$ cat src/hw/rtl/lcae_pkg.sv
`timescale 1ns / 1ps
// ----------------------------------------------------------------------------
// lcae_pkg
// shared types, codes and defaults of the lowest common ancestor engine
// ----------------------------------------------------------------------------
package lcae_pkg;

  localparam int unsigned MAX_NODES_DEF  = 1024;
  localparam int unsigned LOG_LEVELS_DEF = 10;
  localparam int unsigned NODE_IO_W      = 10;
  localparam int unsigned CNT_W          = 10;

  typedef enum logic [1:0] {
    OPC_CLEAR = 2'd0,
    OPC_LOAD  = 2'd1,
    OPC_BUILD = 2'd2,
    OPC_QUERY = 2'd3
  } opcode_e;

  typedef struct packed {
    opcode_e                opcode;
    logic [NODE_IO_W-1:0]   node_a;
    logic [NODE_IO_W-1:0]   node_b;
  } req_t;

  typedef struct packed {
    logic [NODE_IO_W-1:0]   ancestor;
    logic                   status;
  } rsp_t;

  // datapath micro operations
  typedef enum logic [4:0] {
    OP_NONE,
    OP_ACCEPT,
    OP_CLR_INIT,
    OP_CLR_STEP,
    OP_LOAD,
    OP_BAD,
    OP_BLD_INIT,
    OP_RD_IDX,
    OP_RD_UP,
    OP_BLD_WR,
    OP_DEP_INIT,
    OP_DX_INIT,
    OP_RD_X,
    OP_DX_STEP,
    OP_DEP_WR,
    OP_Q_INIT,
    OP_Q_DA,
    OP_Q_DB,
    OP_RD_V,
    OP_LIFT,
    OP_RES_U,
    OP_RD_U,
    OP_RD_V_KEEP,
    OP_CLIMB,
    OP_RES_ROW,
    OP_EMIT
  } dp_op_e;

  typedef struct packed {
    dp_op_e op;
  } dp_cmd_t;

  typedef struct packed {
    opcode_e opc;
    logic    range_ok;
    logic    idx_end;
    logic    idx_last;
    logic    cnt_zero;
    logic    lvl_bld_last;
    logic    lvl_zero;
    logic    lvl_top;
    logic    uv_equal;
    logic    out_busy;
  } dp_status_t;

  typedef enum logic [4:0] {
    S_BOOT,
    S_CLR,
    S_IDLE,
    S_DEC,
    S_B_RD,
    S_B_UP,
    S_B_WR,
    S_D_INIT,
    S_D_NODE,
    S_D_RD,
    S_D_STEP,
    S_D_WR,
    S_Q_DA,
    S_Q_DB,
    S_L_RD,
    S_L_USE,
    S_CMP,
    S_C_RDU,
    S_C_RDV,
    S_C_USE,
    S_F_RD,
    S_F_USE,
    S_RESP
  } ctrl_state_e;

endpackage

$ cat src/hw/rtl/lcae_ctrl.sv
`timescale 1ns / 1ps
// ----------------------------------------------------------------------------
// lcae_ctrl
// sequencer that steps the datapath through clear, load, build and query
// ----------------------------------------------------------------------------
module lcae_ctrl (
  input  logic                   clk_i,
  input  logic                   rst_ni,
  input  logic                   in_valid_i,
  output logic                   in_ready_o,
  input  lcae_pkg::dp_status_t   status_i,
  output lcae_pkg::dp_cmd_t      cmd_o
);

  lcae_pkg::ctrl_state_e state_q, state_d;
  logic pend_q, pend_d;

  always_ff @(posedge clk_i or negedge rst_ni) begin
    if (!rst_ni) begin
      state_q <= lcae_pkg::S_BOOT;
      pend_q  <= 1'b0;
    end else begin
      state_q <= state_d;
      pend_q  <= pend_d;
    end
  end

  // next state
  always_comb begin
    state_d = state_q;
    pend_d  = pend_q;
    case (state_q)
      lcae_pkg::S_BOOT: state_d = lcae_pkg::S_CLR;
      lcae_pkg::S_CLR: begin
        if (status_i.idx_end) begin
          state_d = pend_q ? lcae_pkg::S_RESP : lcae_pkg::S_IDLE;
          pend_d  = 1'b0;
        end
      end
      lcae_pkg::S_IDLE: begin
        if (in_valid_i) state_d = lcae_pkg::S_DEC;
      end
      lcae_pkg::S_DEC: begin
        case (status_i.opc)
          lcae_pkg::OPC_CLEAR: begin
            state_d = lcae_pkg::S_CLR;
            pend_d  = 1'b1;
          end
          lcae_pkg::OPC_LOAD:  state_d = lcae_pkg::S_RESP;
          lcae_pkg::OPC_BUILD: state_d = status_i.cnt_zero ? lcae_pkg::S_RESP
                                                          : lcae_pkg::S_B_RD;
          lcae_pkg::OPC_QUERY: state_d = status_i.range_ok ? lcae_pkg::S_Q_DA
                                                          : lcae_pkg::S_RESP;
          default:             state_d = lcae_pkg::S_RESP;
        endcase
      end
      lcae_pkg::S_B_RD: state_d = lcae_pkg::S_B_UP;
      lcae_pkg::S_B_UP: state_d = lcae_pkg::S_B_WR;
      lcae_pkg::S_B_WR: begin
        state_d = (status_i.idx_last && status_i.lvl_bld_last) ? lcae_pkg::S_D_INIT
                                                               : lcae_pkg::S_B_RD;
      end
      lcae_pkg::S_D_INIT: state_d = lcae_pkg::S_D_NODE;
      lcae_pkg::S_D_NODE: state_d = lcae_pkg::S_D_RD;
      lcae_pkg::S_D_RD:   state_d = lcae_pkg::S_D_STEP;
      lcae_pkg::S_D_STEP: state_d = status_i.lvl_zero ? lcae_pkg::S_D_WR : lcae_pkg::S_D_RD;
      lcae_pkg::S_D_WR:   state_d = status_i.idx_last ? lcae_pkg::S_RESP : lcae_pkg::S_D_NODE;
      lcae_pkg::S_Q_DA:   state_d = lcae_pkg::S_Q_DB;
      lcae_pkg::S_Q_DB:   state_d = lcae_pkg::S_L_RD;
      lcae_pkg::S_L_RD:   state_d = lcae_pkg::S_L_USE;
      lcae_pkg::S_L_USE:  state_d = status_i.lvl_top ? lcae_pkg::S_CMP : lcae_pkg::S_L_RD;
      lcae_pkg::S_CMP:    state_d = status_i.uv_equal ? lcae_pkg::S_RESP : lcae_pkg::S_C_RDU;
      lcae_pkg::S_C_RDU:  state_d = lcae_pkg::S_C_RDV;
      lcae_pkg::S_C_RDV:  state_d = lcae_pkg::S_C_USE;
      lcae_pkg::S_C_USE:  state_d = status_i.lvl_zero ? lcae_pkg::S_F_RD : lcae_pkg::S_C_RDU;
      lcae_pkg::S_F_RD:   state_d = lcae_pkg::S_F_USE;
      lcae_pkg::S_F_USE:  state_d = lcae_pkg::S_RESP;
      lcae_pkg::S_RESP: begin
        if (!status_i.out_busy) state_d = lcae_pkg::S_IDLE;
      end
      default: state_d = lcae_pkg::S_BOOT;
    endcase
  end

  // outputs
  always_comb begin
    cmd_o.op   = lcae_pkg::OP_NONE;
    in_ready_o = 1'b0;
    case (state_q)
      lcae_pkg::S_BOOT: cmd_o.op = lcae_pkg::OP_CLR_INIT;
      lcae_pkg::S_CLR:  cmd_o.op = lcae_pkg::OP_CLR_STEP;
      lcae_pkg::S_IDLE: begin
        in_ready_o = 1'b1;
        if (in_valid_i) cmd_o.op = lcae_pkg::OP_ACCEPT;
      end
      lcae_pkg::S_DEC: begin
        case (status_i.opc)
          lcae_pkg::OPC_CLEAR: cmd_o.op = lcae_pkg::OP_CLR_INIT;
          lcae_pkg::OPC_LOAD:  cmd_o.op = status_i.range_ok ? lcae_pkg::OP_LOAD
                                                           : lcae_pkg::OP_BAD;
          lcae_pkg::OPC_BUILD: cmd_o.op = status_i.cnt_zero ? lcae_pkg::OP_NONE
                                                           : lcae_pkg::OP_BLD_INIT;
          lcae_pkg::OPC_QUERY: cmd_o.op = status_i.range_ok ? lcae_pkg::OP_Q_INIT
                                                           : lcae_pkg::OP_BAD;
          default:             cmd_o.op = lcae_pkg::OP_NONE;
        endcase
      end
      lcae_pkg::S_B_RD:   cmd_o.op = lcae_pkg::OP_RD_IDX;
      lcae_pkg::S_B_UP:   cmd_o.op = lcae_pkg::OP_RD_UP;
      lcae_pkg::S_B_WR:   cmd_o.op = lcae_pkg::OP_BLD_WR;
      lcae_pkg::S_D_INIT: cmd_o.op = lcae_pkg::OP_DEP_INIT;
      lcae_pkg::S_D_NODE: cmd_o.op = lcae_pkg::OP_DX_INIT;
      lcae_pkg::S_D_RD:   cmd_o.op = lcae_pkg::OP_RD_X;
      lcae_pkg::S_D_STEP: cmd_o.op = lcae_pkg::OP_DX_STEP;
      lcae_pkg::S_D_WR:   cmd_o.op = lcae_pkg::OP_DEP_WR;
      lcae_pkg::S_Q_DA:   cmd_o.op = lcae_pkg::OP_Q_DA;
      lcae_pkg::S_Q_DB:   cmd_o.op = lcae_pkg::OP_Q_DB;
      lcae_pkg::S_L_RD:   cmd_o.op = lcae_pkg::OP_RD_V;
      lcae_pkg::S_L_USE:  cmd_o.op = lcae_pkg::OP_LIFT;
      lcae_pkg::S_CMP:    cmd_o.op = status_i.uv_equal ? lcae_pkg::OP_RES_U : lcae_pkg::OP_NONE;
      lcae_pkg::S_C_RDU:  cmd_o.op = lcae_pkg::OP_RD_U;
      lcae_pkg::S_C_RDV:  cmd_o.op = lcae_pkg::OP_RD_V_KEEP;
      lcae_pkg::S_C_USE:  cmd_o.op = lcae_pkg::OP_CLIMB;
      lcae_pkg::S_F_RD:   cmd_o.op = lcae_pkg::OP_RD_U;
      lcae_pkg::S_F_USE:  cmd_o.op = lcae_pkg::OP_RES_ROW;
      lcae_pkg::S_RESP: begin
        if (!status_i.out_busy) cmd_o.op = lcae_pkg::OP_EMIT;
      end
      default: cmd_o.op = lcae_pkg::OP_NONE;
    endcase
  end

endmodule

$ cat config.mk
export PLATFORM = sky130hd
export DESIGN_NAME = lcae_ctrl
export DESIGN_NICKNAME = d
export VERILOG_FILES = /design/src/hw/rtl/lcae_pkg.sv /design/src/hw/rtl/lcae_ctrl.sv
export SDC_FILE = /design/constraint.sdc
export NUM_CORES = 1
export LEC_CHECK = 0
export BUFFER_PORTS_ARGS = -buffer_cell sky130_fd_sc_hd__buf_2
export CORE_MARGIN = 2
export CORE_UTILIZATION = 50
export DETAILED_ROUTE_END_ITERATION = 8
export GPL_TIMING_DRIVEN = 0
export PLACE_DENSITY = 0.81
export SLEW_MARGIN = 20
export SYNTH_ARGS = -nofsm -noshare
export SYNTH_HDL_FRONTEND = slang
export SYNTH_SLANG_ARGS = --single-unit
$ cat constraint.sdc
create_clock -name clk_i -period 3.9 [get_ports clk_i]
set_input_delay 0.78 -clock clk_i [delete_from_list [all_inputs] [get_ports clk_i]]
set_output_delay 0.78 -clock clk_i [all_outputs]
set_load 0.03 [all_outputs]
==> summary.txt, run 1 <==
Setup path
  • CP max stage cell: dfrtp_1
  • CP bufs+invs: 3
  • Worst Setup End Kind: output port
  • Cell family with most CP delay: buffers and inverters
  • Crit. path cell count: 7
  • CP startpoint kind: flip-flop
  • Dominant cell type by count on the critical path: buf_2
  • CP max stage delay: 0.47 ns
  • Critical path class: flip-flop to output port
  • Critical-path cell list: buf_2, buf_2, a31oi_1, nor3_1, o21ai_0, nand2_1, buf_2
  • Worst EP arrival: 1.89 ns
  • R2R cell count: 6
  • WP data required: 3.12 ns
  • CP max FO: 10

Finish
  • Util after Layout: 64.0%
  • Nets@finish: approximately 160
  • Register Area: 150 um^2
  • Share of cells above drive strength 1: 24.1%
  • Synthesis-to-finish area growth: 16.2%
  • Ant diodes: 0
  • Filler cells: 154
  • Multi-input gate area: 634 um^2

Synth
  • Main synth FF type: dfrtp_1
  • Sequential area share after synthesis: 17.7%
  • Synth Instances: ~120
  • Mapped Nets: 137
  • Async set-reset flop share out of synthesis: 100%
  • FF+latch count, synth: 6
  • Synth Warn #: 0
  • Synth cell types: 43
  • Netlist Area Pre-Place: 848 um^2
  • Mean Syn Cell Area: a little under 7 um^2
  • Number of synthesized flops with an enable pin: 0

Drt
  • Final ANT Viol Nets: 0
  • DR iter-0 viols: 64
  • Wirelength per Cell: 15.5 um
  • Drt pass-1 iters: 4
  • Vias per std cell: approximately 6.5
  • DR vias: roughly 1100
  • Routed WL: 2500 um
  • # DRC: 0

STA
  • Final Hold Viols: 0
  • Fin crit period: about 2.7 ns
  • Clk_skew: 0.00464 ns
  • Final Setup Violations: 0
  • Fmax achieved: ~370 MHz
  • Slew HR: between 70% and 80%
  • Min Hold Slack: between 0.3 and 0.4 ns
  • Period utilisation layout: 68.4%
  • Worst setup margin: between 1 and 1.5 ns
  • Setup TNS: 0 ns
  • Max-slew violations: 0
  • RSZ-0062 raised after global routing: no
  • Pin slew with the least headroom to its limit: 0.434 ns

Global routing
  • Number of global-route vias before repair: 911
  • Largest net degree at the start of global routing: 11
  • First-pass GRT wire length: 4080 um
  • Initial antenna violation count: 0
  • Total track usage: 26.9%
  • Total congestion overflow after global routing: 0

Status
  • Outcome: complete, no violations

Floorplanning
  • I/O Pins: 20
  • Core Area: 1540 um^2
  • Core Rows: 14
  • Die Y: 45.2 um
  • Die W: ~45 um
  • Initial Utilization: a little under three fifths
  • Die area: ~2000 um^2

Clock network
  • Max clock buf depth: 2
  • Clock Pin Slew Worst Setup and Hold Paths: approximately 0.05 ns
  • Hold_buf cts: 0
  • CTS resizes: 0
  • CTS tree: yes
  • Clock Latency Late Sink: 0.24 ns
  • Root Buffer: clkbuf_4
  • CTS buffer count: 3
  • CTS H-tree lvls: 1
  • Setup Fix Bufs, Post-CTS: 0
  • TritonCTS Sinks: 6

Run
  • Max-cap violations: 0

Hold path
  • Worst hold path class: primary input to asynchronous set/reset pin

Placed design
  • Port Buf Inserts: 19
  • Placed wire-length estimate: about 1900 um
  • GP Congestion: 0.949
  • Placement Setup Slack: around 1.4 ns

Power
  • PwrDens: between 900 and 1000 nW/um^2
  • Worst VDD drop: just over 0.5 mV
  • Leakage: around 0.43 nW
==> per-layer routing <==
metal | track usage (%) | vias up | part of all wire [%] | wire length [um]
li1 | - | 509 | - | -
met3 | 8.00 | 4 | 10 | 252
met2 | 42.0 | 61 | 47 | 1180
met5 | 0 | - | 0 | 0
met1 | 37.1 | 480 | 42 | 1050
met4 | 4.71 | 0 | 0.68 | 17
==> layout by cell type (no fill, tap or decap), types with 4 or more instances in the layout <==
| cell type | instances |
|---|---|
| nor2_1 | 9 |
| buf_2 | 28 |
| nand2b_1 | 6 |
| dfrtp_1 | 6 |
| o21ai_0 | 8 |
| nand2_1 | 14 |
| nand3_1 | 5 |
| o22ai_1 | 4 |
| and2_1 | 4 |
| a21oi_1 | 12 |
==> synth_stat cells (2+ instances only) <==
library cell	n	share of area (%)
inv_1	3	1.3
nand2b_1	6	4.4
buf_2	9	5.3
a21oi_1	12	7.1
nor2_1	9	4.0
xnor2_1	2	2.1
o21ai_0	8	4.7
nor3_1	3	1.8
a32oi_1	2	2.1
nand4_1	2	1.5
a31oi_1	2	1.5
nand2_1	14	6.2
nor2b_1	2	1.5
o21bai_1	3	2.7
nand3_1	5	2.9
a311oi_1	2	2.1
o22ai_1	4	2.9
and2_1	4	2.9
dfrtp_1	6	18
or4_1	2	1.8
==> flip-flops by register name (all words and copies together) (netlist names) <==
name	count
pend_q	1
state_q	5
==> cell type report <==
cell class,count,area share (%)
plain buffers,10,4.95
clock buffers,3,2.28
inverters,4,1.52
multi-input cells,103,64.3
flip-flops and latches,6,15.2
well taps,16,2.03
repair buffers,19,9.64
==> final timing paths <==
path,endpoint,from,slack [ns]
setup / recovery,cmd_o[3],state_q[2]$_DFFE_PN0P_,1.23
setup reg to reg,state_q[1]$_DFFE_PN0P_,state_q[3]$_DFFE_PN0P_,2.17
min in group clk_i,pend_q$_DFFE_PN0P_,pend_q$_DFFE_PN0P_,0.60
hold / removal,pend_q$_DFFE_PN0P_,rst_ni,0.35
hold reg to reg,pend_q$_DFFE_PN0P_,pend_q$_DFFE_PN0P_,0.60
max in group asynchronous,state_q[3]$_DFFE_PN0P_,rst_ni,3.41
==> stage by stage <==
stage / std cells / total power, mW / area, um^2
after floorplan: 123 / 0.681 / 848
after global placement: 158 / 0.840 / 963
after detailed placement: 158 / 0.852 / 963
after CTS: 161 / 0.914 / 986
after global routing: 161 / 1.00 / 986
final: 161 / 0.924 / 986
==> power by group <==
| group | internal (mW) | switching (mW) |
|---|---|---|
| clock | 0.0348 | 0.0224 |
| sequential | 0.0935 | 0.0263 |
| combinational | 0.268 | 0.479 |
==> kinds of logic (layout without fill, tap and decap cells) <==
group           after synthesis  count (layout)  share of synthesized area, %
buf+inv                      14              36                          7.52
compound gates               45              45                          35.1
xor+xnor                      2               2                          2.07
simple gates                 56              56                          37.6
flops                         6               6                          17.7
Note: power is estimated with default switching activity, not from simulation.
==> run 2: changes to the inputs <==
==> constraint.sdc (replaced) <==
create_clock -name clk_i -period 2.5 [get_ports clk_i]
set_input_delay 0.5 -clock clk_i [delete_from_list [all_inputs] [get_ports clk_i]]
set_output_delay 0.5 -clock clk_i [all_outputs]
set_load 0.03 [all_outputs]
==> summary.txt, run 2 (same netlist as run 1, synthesis figures left out) <==
Drt
  • Routed WL: 2510 um
  • Drt pass-1 iters: 4
  • DR iter-0 viols: 63
  • # DRC: 0
  • DR vias: 1084
  • Wirelength per Cell: between 15 and 20 um
  • Final ANT Viol Nets: 0
  • Vias per std cell: 6.73

STA
  • Min Hold Slack: 0.0654 ns
  • Final Setup Violations: 0
  • Fin crit period: ~2.4 ns
  • Max-slew violations: 0
  • Final Hold Viols: 0
  • Setup TNS: 0 ns
  • Pin slew with the least headroom to its limit: between 0.4 and 0.5 ns
  • Fmax achieved: 421 MHz
  • Clk_skew: between 0.004 and 0.005 ns
  • RSZ-0062 raised after global routing: no
  • Slew HR: 70.7%
  • Period utilisation layout: a little over nine tenths
  • Worst setup margin: 0.126 ns

Placed design
  • Placement Setup Slack: approximately 0.42 ns
  • Port Buf Inserts: 19
  • Placed wire-length estimate: 1950 um
  • GP Congestion: 0.949

Setup path
  • CP startpoint kind: flip-flop
  • Critical path class: flip-flop to output port
  • CP max FO: 10
  • WP data required: 2.00 ns
  • Worst EP arrival: 1.87 ns
  • Worst Setup End Kind: output port

Floorplanning
  • Core Area: about 1500 um^2
  • Core Rows: 14
  • Die area: 2040 um^2
  • Die W: approximately 45 um
  • I/O Pins: 20
  • Die Y: 45.2 um
  • Initial Utilization: around 55%

Finish
  • Nets@finish: 161
  • Ant diodes: 0
  • Regs by FF count: state_q (5), pend_q (1)
  • Synthesis-to-finish area growth: 16.7%
  • Share of cells above drive strength 1: 24.8%
  • Most frequent cells in the layout: 27 x buf_2, 14 x nand2_1, 12 x a21oi_1
  • Top reg by flops: state_q
  • Max reg flops: 5
  • Most common cell after layout, fill and taps aside: buf_2

Global routing
  • First-pass GRT wire length: 4080 um
  • Number of global-route vias before repair: 911
  • Initial antenna violation count: 0
  • Largest net degree at the start of global routing: 11
  • Total congestion overflow after global routing: 0
  • Total track usage: 26.9%

Clock network
  • Root Buffer: clkbuf_4
  • Hold_buf cts: 0
  • TritonCTS Sinks: 6
  • Clock Latency Late Sink: around 0.24 ns
  • CTS buffer count: 3
  • Clock Pin Slew Worst Setup and Hold Paths: 0.05 ns
  • CTS tree: yes
  • Setup Fix Bufs, Post-CTS: 0
  • CTS H-tree lvls: 1
  • CTS resizes: 0
  • Max clock buf depth: 2

Hold path
  • Worst hold path class: primary input to asynchronous set/reset pin

Power
  • Leakage: 0.428 nW
  • Total power: roughly 1.5 mW
  • PwrDens: 1470 nW/um^2
  • Worst VDD drop: between 0.7 and 0.8 mV

Status
  • Outcome: complete, no violations

Run
  • Max-cap violations: 0
## run 2: cell types whose count changed in the layout (fill, tap and decap cells not counted)
| cell | before | now |
|---|---|---|
| clkbuf_4 | 3 | 4 |
| buf_2 | 28 | 27 |
| dfrtp_1 | 6 | 5 |
| dfrtp_2 | 0 | 1 |
## run 2: critical path, cell delays in order (launching register included)
cell and delay, ns:
dfrtp_2 0.45, clkbuf_4 0.21, buf_2 0.19, a31oi_1 0.19
nor3_1 0.08, o21ai_0 0.24, nand2_1 0.08, buf_2 0.18
## run 2: power breakdown
| part | switching [mW] | internal (mW) |
|---|---|---|
| Clock | 0.0349 | 0.0543 |
| Combinational | 0.749 | 0.422 |
| Sequential | 0.0436 | 0.147 |
| Total | 0.827 | 0.623 |
## run 2: stage by stage
stage,util (%),cells,cell area [um^2]
floorplan,-,123,848
finish,64.2,161,990
global route,64.2,161,990
detailed placement,62.5,158,963
global placement,62.5,158,963
CTS,64.0,161,986
## run 2: final timing paths
check / endpoint / slack, ns / cells past startpoint / startpoint
setup / recovery: cmd_o[3] / 0.13 / 7 / state_q[2]$_DFFE_PN0P_
hold / removal: pend_q$_DFFE_PN0P_ / 0.07 / 1 / rst_ni
setup reg to reg: state_q[1]$_DFFE_PN0P_ / 0.81 / 6 / state_q[3]$_DFFE_PN0P_
hold reg to reg: pend_q$_DFFE_PN0P_ / 0.61 / 2 / pend_q$_DFFE_PN0P_
max in group asynchronous: state_q[2]$_DFFE_PN0P_ / 2.28 / 1 / rst_ni
min in group clk_i: pend_q$_DFFE_PN0P_ / 0.45 / 2 / status_i[7]
## run 2: area by class of cell
cell class                 instances  area (um^2)
buffer                            10         51.3
clock buffer                       3         22.5
fill                             154          552
inverter                           4         15.0
multi-input combinational        103          634
sequential                         6          151
tap                               16         20.0
timing repair buffer              19         95.1
## run 2: per-layer routing
layer / track usage [%] / share of wire (%)
met2: 42.0 / 47
met5: 0 / 0
met4: 4.71 / 0.60
met1: 37.1 / 43
met3: 8.00 / 9.4
